File: src/sv/cbe_pkg.sv
// shared constants, codes and types of the cubic b-spline evaluator
package cbe_pkg;

  localparam int FRAC_BITS  = 16;
  localparam int NUM_COEFFS = 16;
  localparam int IDX_W      = 4;
  localparam int COEF_W     = 32;
  localparam int CNT_W      = 5;
  localparam int DVS_W      = 31;
  localparam int DIV_W      = COEF_W + FRAC_BITS;
  localparam int DIV_CNT_W  = $clog2(DIV_W);

  localparam logic OP_LOAD = 1'b0;
  localparam logic OP_EVAL = 1'b1;

  localparam logic [1:0] REG_KNOT_SPACING = 2'd0;
  localparam logic [1:0] REG_ACTIVE_COUNT = 2'd1;

  localparam logic [DVS_W-1:0] SPACING_RESET = DVS_W'(1 << FRAC_BITS);
  localparam logic [CNT_W-1:0] COUNT_RESET   = CNT_W'(NUM_COEFFS);

  // ceil(2^20 / 6): exact floor(v / 6) for v below 2^19
  localparam logic [17:0] RECIP_SIX   = 18'd174763;
  localparam int          RECIP_SHIFT = 20;

  typedef enum logic [3:0] {
    ST_IDLE,
    ST_DIV,
    ST_OFFS,
    ST_MSQ,
    ST_MCU,
    ST_MDIV,
    ST_MTERM,
    ST_ACC,
    ST_DONE
  } state_e;

endpackage

File: src/sv/cubic_bspline_function_eval.sv
// top level: uniform cubic b-spline function evaluator in signed q16.16
// Usage:
//   Input channel (in_valid_i / in_stall_o) carries op_i, coeff_index_i,
//   coeff_value_i and sample_i. A transfer with op load writes one table slot
//   and gives no result; a transfer with op evaluate gives one result.
//   Output channel (out_valid_o / out_stall_i) carries result_o and
//   saturated_o, held in an output register.
//   A load writes its table slot at the transfer and leaves the block idle.
//   An evaluation first runs the serial divider (48 quotient bits, then the
//   quotient is taken), then walks the active indices one at a time: an
//   index whose basis is zero takes only the offset step, while each of the
//   at most four nearby indices takes offset, square, cube, divide, term and
//   accumulate steps, all on one shared multiplier, then fills the output
//   register. in_stall_o stays high meanwhile, dropping at the loading edge.
//   A finished result waits in the last step while the output register still
//   holds a stalled result; stalling the output holds the result unchanged.
//   Configuration (knot spacing, active count) is written through cfg_we_i
//   while the block is idle.
//   Reset clears the coefficient table to zero, sets spacing to 1.0 and the
//   active count to 16, and leaves the output channel empty.
module cubic_bspline_function_eval (
  input  logic                clk_i,
  input  logic                rst_ni,
  input  logic                cfg_we_i,
  input  logic [1:0]          cfg_addr_i,
  input  logic [30:0]         cfg_wdata_i,
  input  logic                in_valid_i,
  output logic                in_stall_o,
  input  logic                op_i,
  input  logic [3:0]          coeff_index_i,
  input  logic signed [31:0]  coeff_value_i,
  input  logic signed [31:0]  sample_i,
  output logic                out_valid_o,
  input  logic                out_stall_i,
  output logic signed [31:0]  result_o,
  output logic                saturated_o
);

  cbe_pkg::state_e state_q, state_d;

  logic [cbe_pkg::DVS_W-1:0]   spacing_q;
  logic [cbe_pkg::CNT_W-1:0]   count_q;
  logic signed [31:0]          coef_q [cbe_pkg::NUM_COEFFS];

  logic                        in_xfer;
  logic                        eval_start;
  logic [31:0]                 sample_mag;
  logic [cbe_pkg::DVS_W-1:0]   divisor;
  logic                        div_done;
  logic [cbe_pkg::DIV_W-1:0]   quotient;

  logic                        neg_q;
  logic signed [31:0]          u_q, u_d;
  logic                        sat_q, sat_d;
  logic [cbe_pkg::IDX_W-1:0]   idx_q;
  logic [cbe_pkg::CNT_W-1:0]   n_q;
  logic [16:0]                 p_q, p_d;
  logic                        inner_q;
  logic [16:0]                 sq_q;
  logic signed [51:0]          prod_q, prod_d;
  logic signed [36:0]          acc_q;

  logic signed [32:0]          t;
  logic [32:0]                 a;
  logic                        near, inner, last;
  logic [16:0]                 pw;
  logic [20:0]                 v_full;
  logic [18:0]                 v;
  logic [16:0]                 basis;
  logic signed [35:0]          term;
  logic signed [32:0]          mul_a;
  logic signed [18:0]          mul_b;
  logic                        q_over;
  logic                        acc_pos_over, acc_neg_over;
  logic signed [31:0]          acc_clip;
  logic                        out_load;
  logic                        step_next;

  assign in_stall_o = (state_q != cbe_pkg::ST_IDLE);
  assign in_xfer    = in_valid_i && !in_stall_o;
  assign eval_start = in_xfer && (op_i == cbe_pkg::OP_EVAL);
  assign sample_mag = sample_i[31] ? 32'(-sample_i) : 32'(sample_i);
  assign divisor    = (spacing_q == '0) ? cbe_pkg::DVS_W'(1) : spacing_q;

  cbe_div u_div (
    .clk_i      (clk_i),
    .rst_ni     (rst_ni),
    .start_i    (eval_start),
    .dividend_i ({sample_mag, cbe_pkg::FRAC_BITS'(0)}),
    .divisor_i  (divisor),
    .done_o     (div_done),
    .quotient_o (quotient)
  );

  // configuration registers
  always_ff @(posedge clk_i or negedge rst_ni) begin
    if (!rst_ni) begin
      spacing_q <= cbe_pkg::SPACING_RESET;
      count_q   <= cbe_pkg::COUNT_RESET;
    end else if (cfg_we_i) begin
      case (cfg_addr_i)
        cbe_pkg::REG_KNOT_SPACING: spacing_q <= cfg_wdata_i;
        cbe_pkg::REG_ACTIVE_COUNT: count_q <= cfg_wdata_i[cbe_pkg::CNT_W-1:0];
        default: ;
      endcase
    end
  end

  // coefficient table
  always_ff @(posedge clk_i or negedge rst_ni) begin
    if (!rst_ni) begin
      for (int k = 0; k < cbe_pkg::NUM_COEFFS; k++) coef_q[k] <= '0;
    end else if (in_xfer && (op_i == cbe_pkg::OP_LOAD)) begin
      coef_q[coeff_index_i] <= coeff_value_i;
    end
  end

  // per-index datapath around the shared multiplier
  always_comb begin
    t      = $signed({u_q[31], u_q}) - $signed({13'd0, idx_q, 16'd0});
    a      = t[32] ? 33'(-t) : 33'(t);
    near   = (a[32:17] == '0);
    inner  = (a[32:16] == '0);
    p_d    = inner ? a[16:0] : 17'(18'h20000 - a[17:0]);
    pw     = prod_q[32:16];
    v_full = 21'h40000 - 21'(sq_q) * 21'd6 + 21'(pw) * 21'd3;
    v      = inner_q ? v_full[18:0] : {2'b00, pw};
    basis  = prod_q[36:20];
    term   = prod_q[51:16];
    last   = ({1'b0, idx_q} == (n_q - 1'b1));

    mul_a = '0;
    mul_b = '0;
    case (state_q)
      cbe_pkg::ST_MSQ: begin
        mul_a = $signed({16'd0, p_q});
        mul_b = $signed({2'b00, p_q});
      end
      cbe_pkg::ST_MCU: begin
        mul_a = $signed({16'd0, pw});
        mul_b = $signed({2'b00, p_q});
      end
      cbe_pkg::ST_MDIV: begin
        mul_a = $signed({14'd0, v});
        mul_b = $signed({1'b0, cbe_pkg::RECIP_SIX});
      end
      cbe_pkg::ST_MTERM: begin
        mul_a = $signed({coef_q[idx_q][31], coef_q[idx_q]});
        mul_b = $signed({2'b00, basis});
      end
      default: ;
    endcase
    prod_d = mul_a * mul_b;

    // quotient magnitude to signed 32 bits with clipping
    if (!neg_q) begin
      q_over = |quotient[cbe_pkg::DIV_W-1:31];
      u_d    = q_over ? 32'sh7fffffff : $signed(quotient[31:0]);
    end else begin
      q_over = (|quotient[cbe_pkg::DIV_W-1:32]) || (quotient[31] && (|quotient[30:0]));
      u_d    = q_over ? 32'sh80000000 : $signed(32'(-quotient[31:0]));
    end

    acc_pos_over = !acc_q[36] && (|acc_q[35:31]);
    acc_neg_over = acc_q[36] && !(&acc_q[35:31]);
    if (acc_pos_over)      acc_clip = 32'sh7fffffff;
    else if (acc_neg_over) acc_clip = 32'sh80000000;
    else                   acc_clip = acc_q[31:0];
  end

  // sequencer
  always_comb begin
    state_d   = state_q;
    out_load  = 1'b0;
    step_next = 1'b0;
    sat_d     = sat_q;
    case (state_q)
      cbe_pkg::ST_IDLE: begin
        if (eval_start) state_d = cbe_pkg::ST_DIV;
      end
      cbe_pkg::ST_DIV: begin
        if (div_done) begin
          sat_d   = q_over;
          state_d = (n_q == '0) ? cbe_pkg::ST_DONE : cbe_pkg::ST_OFFS;
        end
      end
      cbe_pkg::ST_OFFS: begin
        if (near) state_d = cbe_pkg::ST_MSQ;
        else      step_next = 1'b1;
      end
      cbe_pkg::ST_MSQ:   state_d = cbe_pkg::ST_MCU;
      cbe_pkg::ST_MCU:   state_d = cbe_pkg::ST_MDIV;
      cbe_pkg::ST_MDIV:  state_d = cbe_pkg::ST_MTERM;
      cbe_pkg::ST_MTERM: state_d = cbe_pkg::ST_ACC;
      cbe_pkg::ST_ACC:   step_next = 1'b1;
      cbe_pkg::ST_DONE: begin
        if (!out_valid_o || !out_stall_i) begin
          out_load = 1'b1;
          state_d  = cbe_pkg::ST_IDLE;
        end
      end
      default: state_d = cbe_pkg::ST_IDLE;
    endcase
    if (step_next) state_d = last ? cbe_pkg::ST_DONE : cbe_pkg::ST_OFFS;
  end

  always_ff @(posedge clk_i or negedge rst_ni) begin
    if (!rst_ni) begin
      state_q     <= cbe_pkg::ST_IDLE;
      out_valid_o <= 1'b0;
    end else begin
      state_q <= state_d;
      if (out_load)         out_valid_o <= 1'b1;
      else if (!out_stall_i) out_valid_o <= 1'b0;
    end
  end

  always_ff @(posedge clk_i) begin
    prod_q <= prod_d;
    sat_q  <= sat_d;
    if (eval_start) begin
      neg_q <= sample_i[31];
      idx_q <= '0;
      acc_q <= '0;
      n_q   <= (count_q > cbe_pkg::CNT_W'(cbe_pkg::NUM_COEFFS))
               ? cbe_pkg::CNT_W'(cbe_pkg::NUM_COEFFS) : count_q;
    end
    if ((state_q == cbe_pkg::ST_DIV) && div_done) u_q <= u_d;
    if (state_q == cbe_pkg::ST_OFFS) begin
      p_q     <= p_d;
      inner_q <= inner;
    end
    if (state_q == cbe_pkg::ST_MCU) sq_q <= pw;
    if (state_q == cbe_pkg::ST_ACC) acc_q <= acc_q + 37'(term);
    if (step_next) idx_q <= idx_q + 1'b1;
    if (out_load) begin
      result_o    <= acc_clip;
      saturated_o <= sat_q || acc_pos_over || acc_neg_over;
    end
  end

endmodule

File: src/sv/cbe_div.sv
// serial restoring divider, one quotient bit per cycle, unsigned operands
module cbe_div (
  input  logic                          clk_i,
  input  logic                          rst_ni,
  input  logic                          start_i,
  input  logic [cbe_pkg::DIV_W-1:0]     dividend_i,
  input  logic [cbe_pkg::DVS_W-1:0]     divisor_i,
  output logic                          done_o,
  output logic [cbe_pkg::DIV_W-1:0]     quotient_o
);

  logic                              busy_q, busy_d;
  logic                              done_q, done_d;
  logic [cbe_pkg::DIV_CNT_W-1:0]     cnt_q, cnt_d;
  logic [cbe_pkg::DVS_W-1:0]         dvs_q, dvs_d;
  logic [cbe_pkg::DVS_W-1:0]         rem_q, rem_d;
  logic [cbe_pkg::DIV_W-1:0]         quo_q, quo_d;
  logic [cbe_pkg::DVS_W:0]           shifted;
  logic [cbe_pkg::DVS_W+1:0]         diff;
  logic                              fits;

  always_comb begin
    shifted = {rem_q, quo_q[cbe_pkg::DIV_W-1]};
    diff    = {1'b0, shifted} - {2'b00, dvs_q};
    fits    = ~diff[cbe_pkg::DVS_W+1];
    busy_d  = busy_q;
    done_d  = 1'b0;
    cnt_d   = cnt_q;
    dvs_d   = dvs_q;
    rem_d   = rem_q;
    quo_d   = quo_q;
    if (start_i) begin
      busy_d = 1'b1;
      cnt_d  = '0;
      dvs_d  = divisor_i;
      rem_d  = '0;
      quo_d  = dividend_i;
    end else if (busy_q) begin
      rem_d = fits ? diff[cbe_pkg::DVS_W-1:0] : shifted[cbe_pkg::DVS_W-1:0];
      quo_d = {quo_q[cbe_pkg::DIV_W-2:0], fits};
      cnt_d = cnt_q + 1'b1;
      if (cnt_q == cbe_pkg::DIV_CNT_W'(cbe_pkg::DIV_W - 1)) begin
        busy_d = 1'b0;
        done_d = 1'b1;
      end
    end
  end

  always_ff @(posedge clk_i or negedge rst_ni) begin
    if (!rst_ni) begin
      busy_q <= 1'b0;
      done_q <= 1'b0;
      cnt_q  <= '0;
    end else begin
      busy_q <= busy_d;
      done_q <= done_d;
      cnt_q  <= cnt_d;
    end
  end

  always_ff @(posedge clk_i) begin
    dvs_q <= dvs_d;
    rem_q <= rem_d;
    quo_q <= quo_d;
  end

  assign done_o     = done_q;
  assign quotient_o = quo_q;

endmodule
File: config.mk
export PLATFORM = sky130hd
export DESIGN_NAME = cubic_bspline_function_eval
export DESIGN_NICKNAME = d
export VERILOG_FILES = /design/src/sv/cbe_pkg.sv /design/src/sv/cubic_bspline_function_eval.sv /design/src/sv/cbe_div.sv
export SDC_FILE = /design/constraint.sdc
export NUM_CORES = 2
export LEC_CHECK = 0
export BUFFER_PORTS_ARGS = -buffer_cell sky130_fd_sc_hd__buf_2
export CORE_MARGIN = 5
export CORE_UTILIZATION = 50
export DETAILED_ROUTE_END_ITERATION = 10
export PLACE_DENSITY = 0.68
export SLEW_MARGIN = 10
export SYNTH_ARGS = -nofsm -noshare
export SYNTH_HDL_FRONTEND = slang
export SYNTH_HIERARCHICAL = 1
export SYNTH_SLANG_ARGS = --single-unit
File: constraint.sdc
create_clock -name clk_i -period 11.6 [get_ports clk_i]
set_input_delay 0 -clock clk_i [delete_from_list [all_inputs] [get_ports clk_i]]
set_output_delay 0 -clock clk_i [all_outputs]
set_load 0.01 [all_outputs]
==> reports/metrics.yaml <==
finish:
  synthToLayoutAreaGrowth_pct: 11.9
  stdcell_count: 7918
  utilization: 0.562
  final_common_cell: "inv_1"
  drive_above_1_share: 0.201
  layout_common_cells: "inv_1, mux2_2, fa_1"
  fin_nets: 7037
  fin_area_sq_um: 72600
power:
  clkPwrFrac: 0.209
  cellPowerDensity_nw_per_um2: 202
  p_int_uw: 8710
  swShare: 0.406
  p_total_uw: 14700
  vdd_drop_max_mv: 0.170
  combPwrFrac: 0.486
  power_frac_seq: 0.305
  power_switching_uw: 5960
  power_leakage_uw: 0.0333
detailed_routing:
  via_per_inst: 5.70
  drt-total-wl_um: 168000
  via_count: 45100
  drcViolationCount: 0
  drt_first_iter_violations: 3539
  drtAntennaViolNets: 0
  drtPass1Iterations: 6
  wl_per_cell_um: 21.3
floorplan:
  die-area_sq_um: 137000
  die_w_um: 370
  coreArea_sq_um: 129000
  ioPinCount: 142
  initial_utilization: 0.502
  dieHeight_um: 370
  placementRows: 132
timing:
  hold_violations: 0
  finalClockSkew_ps: 55.1
  period_needed_ps: 11070
  slew_headroom: 0.162
  fmax_ghz: 0.0903
  setup_viol: 0
  drv_slew: 0
  worst_pin_slew_ps: 1260
  fin_setup_tns_ps: 0
  period_share: 0.954
  grt_setup_unrepaired: "true"
yosys:
  async_flop_share: 0.656
  ys.flop_type: "dfrtp_1"
  ys.warnings.count: 6
  synth_area_sq_um: 64900
  syn_avg_cell_area_sq_um: 11.0
  synth_cells: 5902
  ys_seq_area_frac: 0.342
  ys_ff_latch: 855
  synth-edff-count: 227
  ys_types: 95
cts:
  cts.clk_slew.worst_paths_ps: 60
  worstSkewPairLatency_ps: 720
  cts_buffers: 91
  cts_buffer_depth: 3
  ctsHtreeMaxLevel: 3
  clkSinkCount: 855
  cts-root-buf: "clkbuf_16"
  cts_tree: "built"
setup_path:
  cp.required_ps: 12160
  endpoint_kind: "flop"
  worstPathMaxFanout: 5
  crit_top_cell: "fa_1"
  worstSetupPathType: "flop to flop"
  reg2reg_setup_slack_ps: 530
  critPathLaunchType: "flop"
  slowest_stage: "fa_1"
  slowest_delay_ps: 530
  cp_data_arrival_time_ps: 11630
run:
  maxCapViolCount: 0
grt:
  grt_pass1_vias: 46700
  grt_pass1_wl_um: 267000
  grtUsageTotal: 0.248
  grt_max_degree: 185
  overflow: 0
  antenna_found_initial: 12
place:
  port_buffers: 141
  place_area_sq_um: 67500
  gp_congestion: 0.902
  placed_cells_incl_taps: 7567
  hpwl_um: 118000
hold_path:
  min_path_type: "primary input to flop"
outcome:
  status: "finished, final reports clean"
cell usage after synthesis, types with 15 or more instances:
cell | count | share of area
mux2_2 | 600 | 0.10
xor2_1 | 63 | 0.0085
nand2_1 | 582 | 0.034
o21bai_1 | 20 | 0.0023
nand4_1 | 25 | 0.0024
edfxtp_1 | 227 | 0.11
mux4_2 | 154 | 0.053
nand3b_1 | 15 | 0.0017
mux2i_1 | 15 | 0.0023
xnor2_1 | 124 | 0.017
nor2b_1 | 50 | 0.0048
o311ai_0 | 29 | 0.0039
or3_1 | 39 | 0.0038
and2_1 | 119 | 0.011
nor4_1 | 31 | 0.0030
buf_1 | 48 | 0.0028
nor2_1 | 220 | 0.013
a211oi_1 | 21 | 0.0024
inv_1 | 847 | 0.049
and3_1 | 27 | 0.0026
o21a_1 | 52 | 0.0060
nand2b_1 | 39 | 0.0038
o31ai_1 | 19 | 0.0022
a21o_1 | 61 | 0.0071
clkbuf_1 | 278 | 0.016
a22oi_1 | 21 | 0.0024
ha_1 | 251 | 0.048
nand3_1 | 60 | 0.0046
dfxtp_1 | 67 | 0.021
fa_1 | 581 | 0.18
a21oi_1 | 145 | 0.011
a311oi_1 | 23 | 0.0031
o21ai_0 | 126 | 0.0097
dfrtp_1 | 559 | 0.22
a31oi_1 | 76 | 0.0073
nor3_1 | 56 | 0.0043
worst max-delay path: cells and delay by family, from the launching register on:
family          cells  cell delay [ps]
xor+xnor            3              390
flops               1              420
fa+ha+maj          11             4710
buf+inv             9              970
compound gates     16             2730
simple gates        9             1700
layer usage:
| layer | vias to the layer above | global-route usage | routed length (um) |
|---|---|---|---|
| met3 | 393 | 0.0476 | 10800 |
| met1 | 23000 | 0.325 | 70100 |
| li1 | 20300 | - | - |
| met4 | 6 | 0.0912 | 7000 |
| met2 | 1408 | 0.411 | 80600 |
| met5 | - | 0 | 28 |
logic make-up after synthesis:
logic type | after synthesis | synth area share
XOR/XNOR | 187 | 0.0252
flip-flops | 855 | 0.342
buffers and inverters | 1190 | 0.0695
AND/OR/NAND/NOR | 1327 | 0.0969
multiplexers | 769 | 0.160
AO/OA/AOI/OAI | 740 | 0.0784
other | 2 | 0.000116
adder cells (fa/ha/maj) | 832 | 0.228
metrics by stage:
| stage | hold slack [ps] | setup WS [ps] |
|---|---|---|
| after global placement | 46.7 | 14.4 |
| after CTS | 14.4 | 28.7 |
| final | 110 | 531 |
| after global routing | 84.6 | -71.9 |
| after detailed placement | 56.7 | -49.9 |
| after floorplan | -296 | 412 |
repair_timing:
item	4_1_cts	5_1_grt
gates resized for setup	3	20
setup endpoints to repair	8	24
hold endpoints to repair	699	0
hold buffers	175	0
setup buffers	1	4
pin swaps	1	9
power by group through the flow:
stage	sequential, uW	combinational, uW	clock, uW
after floorplan	4290	5150	0
after global placement	4490	6790	0
after detailed placement	4520	6920	0
after CTS	4470	7050	3140
after global routing	4570	7880	3260
final	4480	7130	3070
registers in the layout, summed over array words and instances, names as in the netlist, 4 cells and up:
register and flops:
acc_q 37, idx_q 4, u_div/rem_q 31, count_q 5, coef_q 512, result_o 32
n_q 5, prod_q 36, sq_q 17, u_q 32, u_div/cnt_q 6, spacing_q 31
u_div/dvs_q 31, state_q 4, u_div/quotient_o 48, p_q 17
area by class of cell:
class,instances,area (sq um)
Clock buffer,126,2590
Sequential cell,855,22200
Clock inverter,41,598
Antenna cell,4,10.0
Timing Repair Buffer,417,3290
Multi-Input combinational cell,3885,38600
Fill cell,10800,56500
Inverter,848,3190
Tap cell,1742,2180
worst paths after layout:
kind / start / to / cells after the start
max in group asynchronous: rst_ni / u_div/busy_q / 5
worst max-delay path: sq_q[1] / prod_q[51] / 48
worst min register to register: spacing_q[26] / u_div/dvs_q[26] / 0
worst max register to register: sq_q[1] / prod_q[51] / 48
worst min-delay path: cfg_wdata_i[2] / count_q[2] / 3
min in group asynchronous: rst_ni / coef_q[367] / 4
No activity file was read; power rests on OpenSTA's default activity.
